**src/rtl/argb_pixel_blend_unit_macros.svh**
```systemverilog
// assertion macros for the argb pixel blend unit
// needs clk and arst_n in the module that uses them
`ifndef ARGB_PIXEL_BLEND_UNIT_MACROS_SVH
`define ARGB_PIXEL_BLEND_UNIT_MACROS_SVH
`ifndef SYNTHESIS
`define BLEND_ASSERT_IMPLY(lbl, ante, cons, msg) \
	lbl: assert property (@(posedge clk) disable iff (!arst_n) (ante) |-> (cons)) \
		else $error(msg);
`define BLEND_ASSERT_NEXT(lbl, ante, cons, msg) \
	lbl: assert property (@(posedge clk) disable iff (!arst_n) (ante) |=> (cons)) \
		else $error(msg);
`else
`define BLEND_ASSERT_IMPLY(lbl, ante, cons, msg)
`define BLEND_ASSERT_NEXT(lbl, ante, cons, msg)
`endif
`endif

```
**src/rtl/abu_pkg.sv**
```systemverilog
// shared types, constants and arithmetic helpers of the argb pixel blend unit
// no dependencies
package abu_pkg;

	localparam int unsigned NUM_STAGES = 7;
	localparam logic [7:0] CH_MAX = 8'hff;

	typedef enum logic [1:0] {
		OP_MIX    = 2'd0,
		OP_OVER   = 2'd1,
		OP_BRIGHT = 2'd2,
		OP_PASS   = 2'd3
	} op_t;

	typedef struct packed {
		logic s4;
		logic s5;
		logic s6;
		logic s7;
	} div_adv_t;

	typedef struct packed {
		logic        bit_q;
		logic [15:0] rem;
	} div_step_t;

	// exact floor(x / 255) for x up to 255 * 255
	function automatic logic [7:0] div255(input logic [15:0] x);
		logic [15:0] t;
		t = x + {8'd0, x[15:8]} + 16'd1;
		return t[15:8];
	endfunction

	function automatic div_step_t div_step(input logic [15:0] rem, input logic [7:0] den,
		input int unsigned sh);
		logic [15:0] d;
		div_step_t   r;
		d = {8'd0, den} << sh;
		if (rem >= d) begin
			r.bit_q = 1'b1;
			r.rem   = rem - d;
		end else begin
			r.bit_q = 1'b0;
			r.rem   = rem;
		end
		return r;
	endfunction

endpackage

```
**src/rtl/abu_chan_div.sv**
```systemverilog
// four-stage restoring divider for one colour channel, two quotient bits per stage
// depends on abu_pkg
module abu_chan_div import abu_pkg::*; (
	input  logic        clk,
	input  div_adv_t    adv,
	input  logic [15:0] num,
	input  logic [7:0]  den,
	output logic [7:0]  quot
);

	logic [15:0] rem_s4, rem_s5, rem_s6;
	logic [7:0]  den_s4, den_s5, den_s6;
	logic [1:0]  q_s4;
	logic [3:0]  q_s5;
	logic [5:0]  q_s6;
	logic [7:0]  q_s7;

	div_step_t st7, st6, st5, st4, st3, st2, st1, st0;

	always_comb begin
		st7 = div_step(num, den, 7);
		st6 = div_step(st7.rem, den, 6);
		st5 = div_step(rem_s4, den_s4, 5);
		st4 = div_step(st5.rem, den_s4, 4);
		st3 = div_step(rem_s5, den_s5, 3);
		st2 = div_step(st3.rem, den_s5, 2);
		st1 = div_step(rem_s6, den_s6, 1);
		st0 = div_step(st1.rem, den_s6, 0);
	end

	always_ff @(posedge clk) begin
		if (adv.s4) begin
			rem_s4 <= st6.rem;
			den_s4 <= den;
			q_s4   <= {st7.bit_q, st6.bit_q};
		end
		if (adv.s5) begin
			rem_s5 <= st4.rem;
			den_s5 <= den_s4;
			q_s5   <= {q_s4, st5.bit_q, st4.bit_q};
		end
		if (adv.s6) begin
			rem_s6 <= st2.rem;
			den_s6 <= den_s5;
			q_s6   <= {q_s5, st3.bit_q, st2.bit_q};
		end
		if (adv.s7) begin
			q_s7 <= {q_s6, st1.bit_q, st0.bit_q};
		end
	end

	assign quot = q_s7;

endmodule

```
**src/rtl/argb_pixel_blend_unit.sv**
```systemverilog
// argb pixel blend unit: mix, over composite, brightness or pass-through on one pixel pair
// one transaction per cycle unless a stalled output has filled the pipeline
// a 7-stage pipeline: products, divide by 255, over numerators, 4 divider stages
// a stalled output backs up stage by stage; bubbles are squeezed out
// asynchronous reset clears the stage valid bits only; depends on abu_pkg, abu_chan_div
`include "argb_pixel_blend_unit_macros.svh"
module argb_pixel_blend_unit import abu_pkg::*; (
	input  logic               clk,
	input  logic               arst_n,
	input  logic               in_valid,
	output logic               in_ready,
	input  logic [1:0]         opcode,
	input  logic [31:0]        pixel_a,
	input  logic [31:0]        pixel_b,
	input  logic [7:0]         mix_weight,
	input  logic signed [9:0]  gain,
	input  logic signed [9:0]  offset,
	output logic               out_valid,
	input  logic               out_ready,
	output logic [31:0]        result_pixel
);

	logic [NUM_STAGES:1] vld_q;
	logic [NUM_STAGES:1] adv;

	// stage 1 inputs
	logic               byp_d;
	logic [31:0]        bpix_d;
	logic [3:0]         up_d;
	logic [7:0]         diff_d [4];
	logic [15:0]        mprod_d [4];
	logic signed [17:0] bprod_d [3];
	logic [15:0]        oprod_d;

	// stage 1 registers
	op_t                op_s1;
	logic               byp_s1;
	logic [31:0]        bpix_s1;
	logic [31:0]        pixel_a_s1;
	logic [31:0]        pixel_b_s1;
	logic [3:0]         up_s1;
	logic [15:0]        mprod_s1 [4];
	logic signed [17:0] bprod_s1 [3];
	logic [15:0]        oprod_s1;
	logic signed [9:0]  offset_s1;

	// stage 2
	logic [7:0]         mq [4];
	logic [31:0]        mix_pix;
	logic signed [17:0] bsh [3];
	logic signed [10:0] bv [3];
	logic [31:0]        bright_pix;
	logic [31:0]        res_d2;
	logic [7:0]         aa_d2;
	logic [31:0]        res_s2;
	logic               div_s2;
	logic [7:0]         aa_s2;
	logic [7:0]         sum_s2;
	logic [23:0]        pa_s2;
	logic [31:0]        pb_s2;

	// stage 3 and divider stages
	logic [15:0] num_d3 [3];
	logic [15:0] num_s3 [3];
	logic [7:0]  sum_s3;
	logic [31:0] res_s3, res_s4, res_s5, res_s6, res_s7;
	logic        div_s3, div_s4, div_s5, div_s6, div_s7;
	logic [7:0]  alpha_s4, alpha_s5, alpha_s6, alpha_s7;
	logic [7:0]  quot [3];
	div_adv_t    div_adv;

	logic in_fire, out_fire;

	always_comb begin
		adv[NUM_STAGES] = !vld_q[NUM_STAGES] || out_ready;
		for (int k = NUM_STAGES - 1; k >= 1; k--) begin
			adv[k] = !vld_q[k] || adv[k + 1];
		end
	end

	assign in_ready  = adv[1];
	assign out_valid = vld_q[NUM_STAGES];
	assign in_fire   = in_valid && in_ready;
	assign out_fire  = out_valid && out_ready;

	always_ff @(posedge clk or negedge arst_n) begin
		if (!arst_n) begin
			vld_q <= '0;
		end else begin
			if (adv[1]) begin
				vld_q[1] <= in_valid;
			end
			for (int k = 2; k <= NUM_STAGES; k++) begin
				if (adv[k]) begin
					vld_q[k] <= vld_q[k - 1];
				end
			end
		end
	end

	// stage 1: special cases and products
	always_comb begin
		byp_d  = 1'b0;
		bpix_d = pixel_a;
		case (op_t'(opcode))
			OP_MIX: begin
				byp_d  = mix_weight inside {8'd0, CH_MAX};
				bpix_d = (mix_weight == 8'd0) ? pixel_a : pixel_b;
			end
			OP_OVER: begin
				byp_d  = (pixel_b[31:24] inside {CH_MAX, 8'd0}) ||
					(pixel_a[31:24] == 8'd0);
				bpix_d = (pixel_b[31:24] == 8'd0) ? pixel_a : pixel_b;
			end
			OP_BRIGHT: begin
				byp_d  = (gain == 10'sd255) && (offset == 10'sd0);
				bpix_d = {8'd0, pixel_a[23:0]};
			end
			default: begin
				byp_d  = 1'b1;
				bpix_d = pixel_a;
			end
		endcase
		for (int c = 0; c < 4; c++) begin
			up_d[c]    = pixel_b[8*c +: 8] >= pixel_a[8*c +: 8];
			diff_d[c]  = up_d[c] ? pixel_b[8*c +: 8] - pixel_a[8*c +: 8]
				: pixel_a[8*c +: 8] - pixel_b[8*c +: 8];
			mprod_d[c] = {8'd0, diff_d[c]} * {8'd0, mix_weight};
		end
		for (int c = 0; c < 3; c++) begin
			bprod_d[c] = $signed({10'd0, pixel_a[8*c +: 8]}) * $signed({{8{gain[9]}}, gain});
		end
		oprod_d = {8'd0, CH_MAX - pixel_b[31:24]} * {8'd0, pixel_a[31:24]};
	end

	always_ff @(posedge clk) begin
		if (adv[1]) begin
			op_s1      <= op_t'(opcode);
			byp_s1     <= byp_d;
			bpix_s1    <= bpix_d;
			pixel_a_s1 <= pixel_a;
			pixel_b_s1 <= pixel_b;
			up_s1      <= up_d;
			mprod_s1   <= mprod_d;
			bprod_s1   <= bprod_d;
			oprod_s1   <= oprod_d;
			offset_s1  <= offset;
		end
	end

	// stage 2: divide by 255, brightness clamp
	always_comb begin
		for (int c = 0; c < 4; c++) begin
			mq[c] = div255(mprod_s1[c]);
			mix_pix[8*c +: 8] = up_s1[c] ? pixel_a_s1[8*c +: 8] + mq[c]
				: pixel_a_s1[8*c +: 8] - mq[c];
		end
		bright_pix[31:24] = 8'd0;
		for (int c = 0; c < 3; c++) begin
			bsh[c] = bprod_s1[c] >>> 8;
			bv[c]  = $signed(bsh[c][10:0]) + $signed({offset_s1[9], offset_s1});
			if (bv[c] < 11'sd0) begin
				bright_pix[8*c +: 8] = 8'd0;
			end else if (bv[c] > 11'sd255) begin
				bright_pix[8*c +: 8] = CH_MAX;
			end else begin
				bright_pix[8*c +: 8] = bv[c][7:0];
			end
		end
		if (byp_s1) begin
			res_d2 = bpix_s1;
		end else if (op_s1 == OP_MIX) begin
			res_d2 = mix_pix;
		end else begin
			res_d2 = bright_pix;
		end
		aa_d2 = div255(oprod_s1);
	end

	always_ff @(posedge clk) begin
		if (adv[2]) begin
			res_s2 <= res_d2;
			div_s2 <= (op_s1 == OP_OVER) && !byp_s1;
			aa_s2  <= aa_d2;
			sum_s2 <= aa_d2 + pixel_b_s1[31:24];
			pa_s2  <= pixel_a_s1[23:0];
			pb_s2  <= pixel_b_s1;
		end
	end

	// stage 3: over numerators
	always_comb begin
		for (int c = 0; c < 3; c++) begin
			num_d3[c] = {8'd0, pa_s2[8*c +: 8]} * {8'd0, aa_s2}
				+ {8'd0, pb_s2[8*c +: 8]} * {8'd0, pb_s2[31:24]};
		end
	end

	always_ff @(posedge clk) begin
		if (adv[3]) begin
			num_s3 <= num_d3;
			sum_s3 <= sum_s2;
			res_s3 <= res_s2;
			div_s3 <= div_s2;
		end
		if (adv[4]) begin
			res_s4   <= res_s3;
			div_s4   <= div_s3;
			alpha_s4 <= sum_s3;
		end
		if (adv[5]) begin
			res_s5   <= res_s4;
			div_s5   <= div_s4;
			alpha_s5 <= alpha_s4;
		end
		if (adv[6]) begin
			res_s6   <= res_s5;
			div_s6   <= div_s5;
			alpha_s6 <= alpha_s5;
		end
		if (adv[7]) begin
			res_s7   <= res_s6;
			div_s7   <= div_s6;
			alpha_s7 <= alpha_s6;
		end
	end

	assign div_adv = '{s4: adv[4], s5: adv[5], s6: adv[6], s7: adv[7]};

	for (genvar c = 0; c < 3; c++) begin : g_div
		abu_chan_div u_div (
			.clk  (clk),
			.adv  (div_adv),
			.num  (num_s3[c]),
			.den  (sum_s3),
			.quot (quot[c])
		);
	end

	assign result_pixel = div_s7 ? {alpha_s7, quot[2], quot[1], quot[0]} : res_s7;

	`BLEND_ASSERT_NEXT(a_fill, in_fire && !out_fire,
		$countones(vld_q) == $past($countones(vld_q)) + 1, "pipeline lost an accepted transaction")
	`BLEND_ASSERT_NEXT(a_drain, out_fire && !in_fire,
		$countones(vld_q) == $past($countones(vld_q)) - 1, "pipeline repeated a transaction")
	`BLEND_ASSERT_IMPLY(a_full_stall, (&vld_q) && !out_ready, !in_ready,
		"full stalled pipeline took a transaction")
	`BLEND_ASSERT_IMPLY(a_over_alpha, out_valid && div_s7, result_pixel[31:24] != 8'd0,
		"composite result with zero alpha")

endmodule
```
**config.mk**
```make
export PLATFORM = sky130hd
export DESIGN_NAME = argb_pixel_blend_unit
export DESIGN_NICKNAME = d
export VERILOG_FILES = /design/src/rtl/abu_pkg.sv /design/src/rtl/abu_chan_div.sv /design/src/rtl/argb_pixel_blend_unit.sv
export VERILOG_INCLUDE_DIRS = /design/src /design/src/rtl
export SDC_FILE = /design/constraint.sdc
export NUM_CORES = 2
export LEC_CHECK = 0
export BUFFER_PORTS_ARGS = -buffer_cell sky130_fd_sc_hd__buf_2
export CAP_MARGIN = 0
export CORE_MARGIN = 8
export CORE_UTILIZATION = 40
export CTS_CLUSTER_DIAMETER = 150
export DETAILED_ROUTE_END_ITERATION = 7
export PLACE_DENSITY = 0.56
export SYNTH_ARGS = -nofsm -noshare
export SYNTH_HDL_FRONTEND = slang
export SYNTH_SLANG_ARGS = --single-unit
export TNS_END_PERCENT = 20
```
**constraint.sdc**
```tcl
create_clock -name clk -period 15.4 [get_ports clk]
set_clock_uncertainty 0.15 [all_clocks]
set_input_delay 0.77 -clock clk [delete_from_list [all_inputs] [get_ports clk]]
set_output_delay 0.77 -clock clk [all_outputs]
set_load 0.02 [all_outputs]
```
==> impl_metrics.toml <==
[yosys]
yosys_warnings = 0
yosysSeqAreaShare = 0.3183
synth_area_leaders = "edfxtp_1 (32%), fa_1 (19%), ha_1 (14%), inv_1 (5.8%), and2_1 (4.0%)"
syn-instance-count = 7208
syn_area_per_cell_sq_um = 10.35
ys_ff_latch = 792
async_flop_share = 0.008838
synth_edf_count = 785
ys_types = 88
synth_area_sq_um = 74620
synth_ff_type = "edfxtp_1"
synth_top_area_share = 0.3159
synth_nets = 8819
yosys.area.top_type = "edfxtp_1"
synth.most_common_cell = "inv_1"
synth_common_cells = "inv_1 (1,152), ha_1 (819), edfxtp_1 (785), fa_1 (694), nand2_1 (612)"

[clock_tree]
cts.path.max_buffers = 3
cts_setup_buffers = 0
cts_hold_buf = 1
cts_tree = "built"
cts_resized = 0
clkTransAtPathRegs_ns = 0.06
ctsHtreeMaxLevel = 3
cts_root_buf = "clkbuf_16"
clock-sinks = 792
cts_buffers = 93
insertion_delay_ns = 0.72

[detailed_routing]
wl_per_cell_um = 19.43
wl_mm = 191.8
drc = 0
drtIter0Drc = 2878
antenna_left = 0
vias = 50687
routed_via_density = 5.135
drt_first_pass_iters = 6

[floorplan]
initial_core_util = 0.4024
io_pins = 132
core_area_sq_um = 185400
die_w_um = 447.9
die_area_sq_um = 200600
num_rows = 158
die_h_um = 447.9

[sta]
rsz0062_at_grt = "false"
slew_headroom = 0.2269
hold_viol_final = 0
worst_slew_pin_slew_ns = 1.160
fin_ws_ns = 7.834
min_period_over_period = 0.4913
holdWs_ns = 0.07774
fmax_ghz = 0.1322
finalMaxSlewViolations = 0
final-setup-viol-count = 0
fin_crit_ns = 7.566
setup_tns_ns = 0

[critical_path]
path_common_cell = "fa_1"
slowest_delay_ns = 0.60
startpoint_type = "input port"
critPathMaxFanout = 13
critical_path_class = "in -> reg"
arrival_ns = 7.89
cp_slowest_cell = "xnor2_1"
required_ns = 15.72
crit_path_end_kind = "flip-flop"

[finish]
drive_above_1_share = 0.06516
finalNetCount = 8915
syn_to_final_growth_pct = 8.834
fillers = 17763
fin_util = 0.4379

[grt]
grt_pass1_vias = 52142
antenna_found_initial = 19
grt_max_degree = 80
grt_usage = 0.1897
grt_pass1_wl_mm = 299.2
grt-ovfl-total = 0

[placed_design]
gp_congestion = 0.8719
pre_cts_ws_ns = 7.161
port_buffers = 131
hpwl_mm = 152.7

[min_path]
hold_path.class = "in -> reg"

[flow_run]
drv_cap = 0

[run_status]
outcome = "completed"
[final timing paths]
path	startpoint	endpoint	slack (ns)	depth (start not counted)
worst max-delay path	pixel_a[8]	mprod_s1[46]	7.83	26
min in group asynchronous	arst_n	vld_q[4]	0.25	2
worst max register to register	aa_s2[3]	num_s3[31]	8.70	20
worst min register to register	res_s5[17]	res_s6[17]	0.26	0
max in group asynchronous	arst_n	vld_q[6]	14.69	2
worst min-delay path	in_valid	vld_q[1]	0.08	2
[per-layer routing]
layer / track usage / vias up / part of all wire
li1: - / 24295 / -
met1: 0.2439 / 25083 / 0.43
met2: 0.3297 / 982 / 0.49
met5: 0 / - / 0.00052
met3: 0.02363 / 313 / 0.038
met4: 0.06713 / 14 / 0.037
[cells in the final DEF, fill, tap and decap left out, types with 41 or more instances in the layout]
cell          n
mux2_2      105
o21a_1       62
ha_1        819
a21o_1      102
nand4_1      42
nor2b_1     177
a21oi_1     261
clkbuf_16    94
or3_1        41
nor2_1      331
mux2i_1      47
nand2_1     610
nand2b_1     77
o21ai_0     282
xnor2_1     247
nand3_1      54
fa_1        694
and2_1      478
edfxtp_1    785
inv_1      1150
buf_2       131
xor2_1      117
nor3_1       90
[layout make-up]
| class | count | area (sq um) | share of cell area |
|---|---|---|---|
| diodes | 9 | 22.52 | 0.0002773 |
| clock buffers | 103 | 2386 | 0.02938 |
| clock inverters | 70 | 724.4 | 0.008921 |
| inverters | 1155 | 4340 | 0.05345 |
| multi-input cells | 5097 | 45970 | 0.5661 |
| flip-flops and latches | 792 | 23750 | 0.2924 |
| well taps | 2480 | 3103 | 0.03821 |
| repair buffers | 165 | 913.4 | 0.01125 |
[state kept, by name, indices dropped and copies added (netlist names), 12 cells and up]
signal              count
mprod_s1               64
g_div.u_div.rem_s5     48
g_div.u_div.q_s6       18
pixel_a_s1             32
oprod_s1               16
g_div.u_div.q_s5       12
res_s3                 32
bprod_s1               30
res_s7                 32
g_div.u_div.rem_s6     48
pb_s2                  32
res_s4                 32
res_s5                 32
g_div.u_div.quot       24
res_s6                 32
res_s2                 32
pa_s2                  24
bpix_s1                32
pixel_b_s1             32
g_div.u_div.rem_s4     48
num_s3                 48
[kinds of logic (layout without fill, tap and decap cells)]
logic type                 after synthesis  in the layout  share of synthesized area
muxes                                  155            155                    0.02275
xor gates and xnor gates               365            365                    0.04303
buffers and inverters                 1319           1493                    0.06661
AOI/OAI and AO/OA                      999            999                    0.08445
and+or+nand+nor                       2064           2064                     0.1412
adders and majority gates             1514           1514                     0.3237
other                                    0              9                          0
DFF                                    792            792                     0.3183
[critical path: cells and delay by family]
family                     cells  cell delay, ns
AOI/OAI and AO/OA              9            1.95
xor gates and xnor gates       2            0.74
adders and majority gates      7            2.81
buffers and inverters          4            0.40
muxes                          1            0.39
and+or+nand+nor                3            0.82
[stage by stage]
step	instances	instance area, sq um
floorplan	7208	74620
global placement	9688	78060
detailed placement	9688	78060
global route	9866	81190
finish	9871	81210
CTS	9862	81180
Power is left out: the tool's default activity adds up to more than one toggle a clock period on the data nets, which glitch-free logic cannot reach.
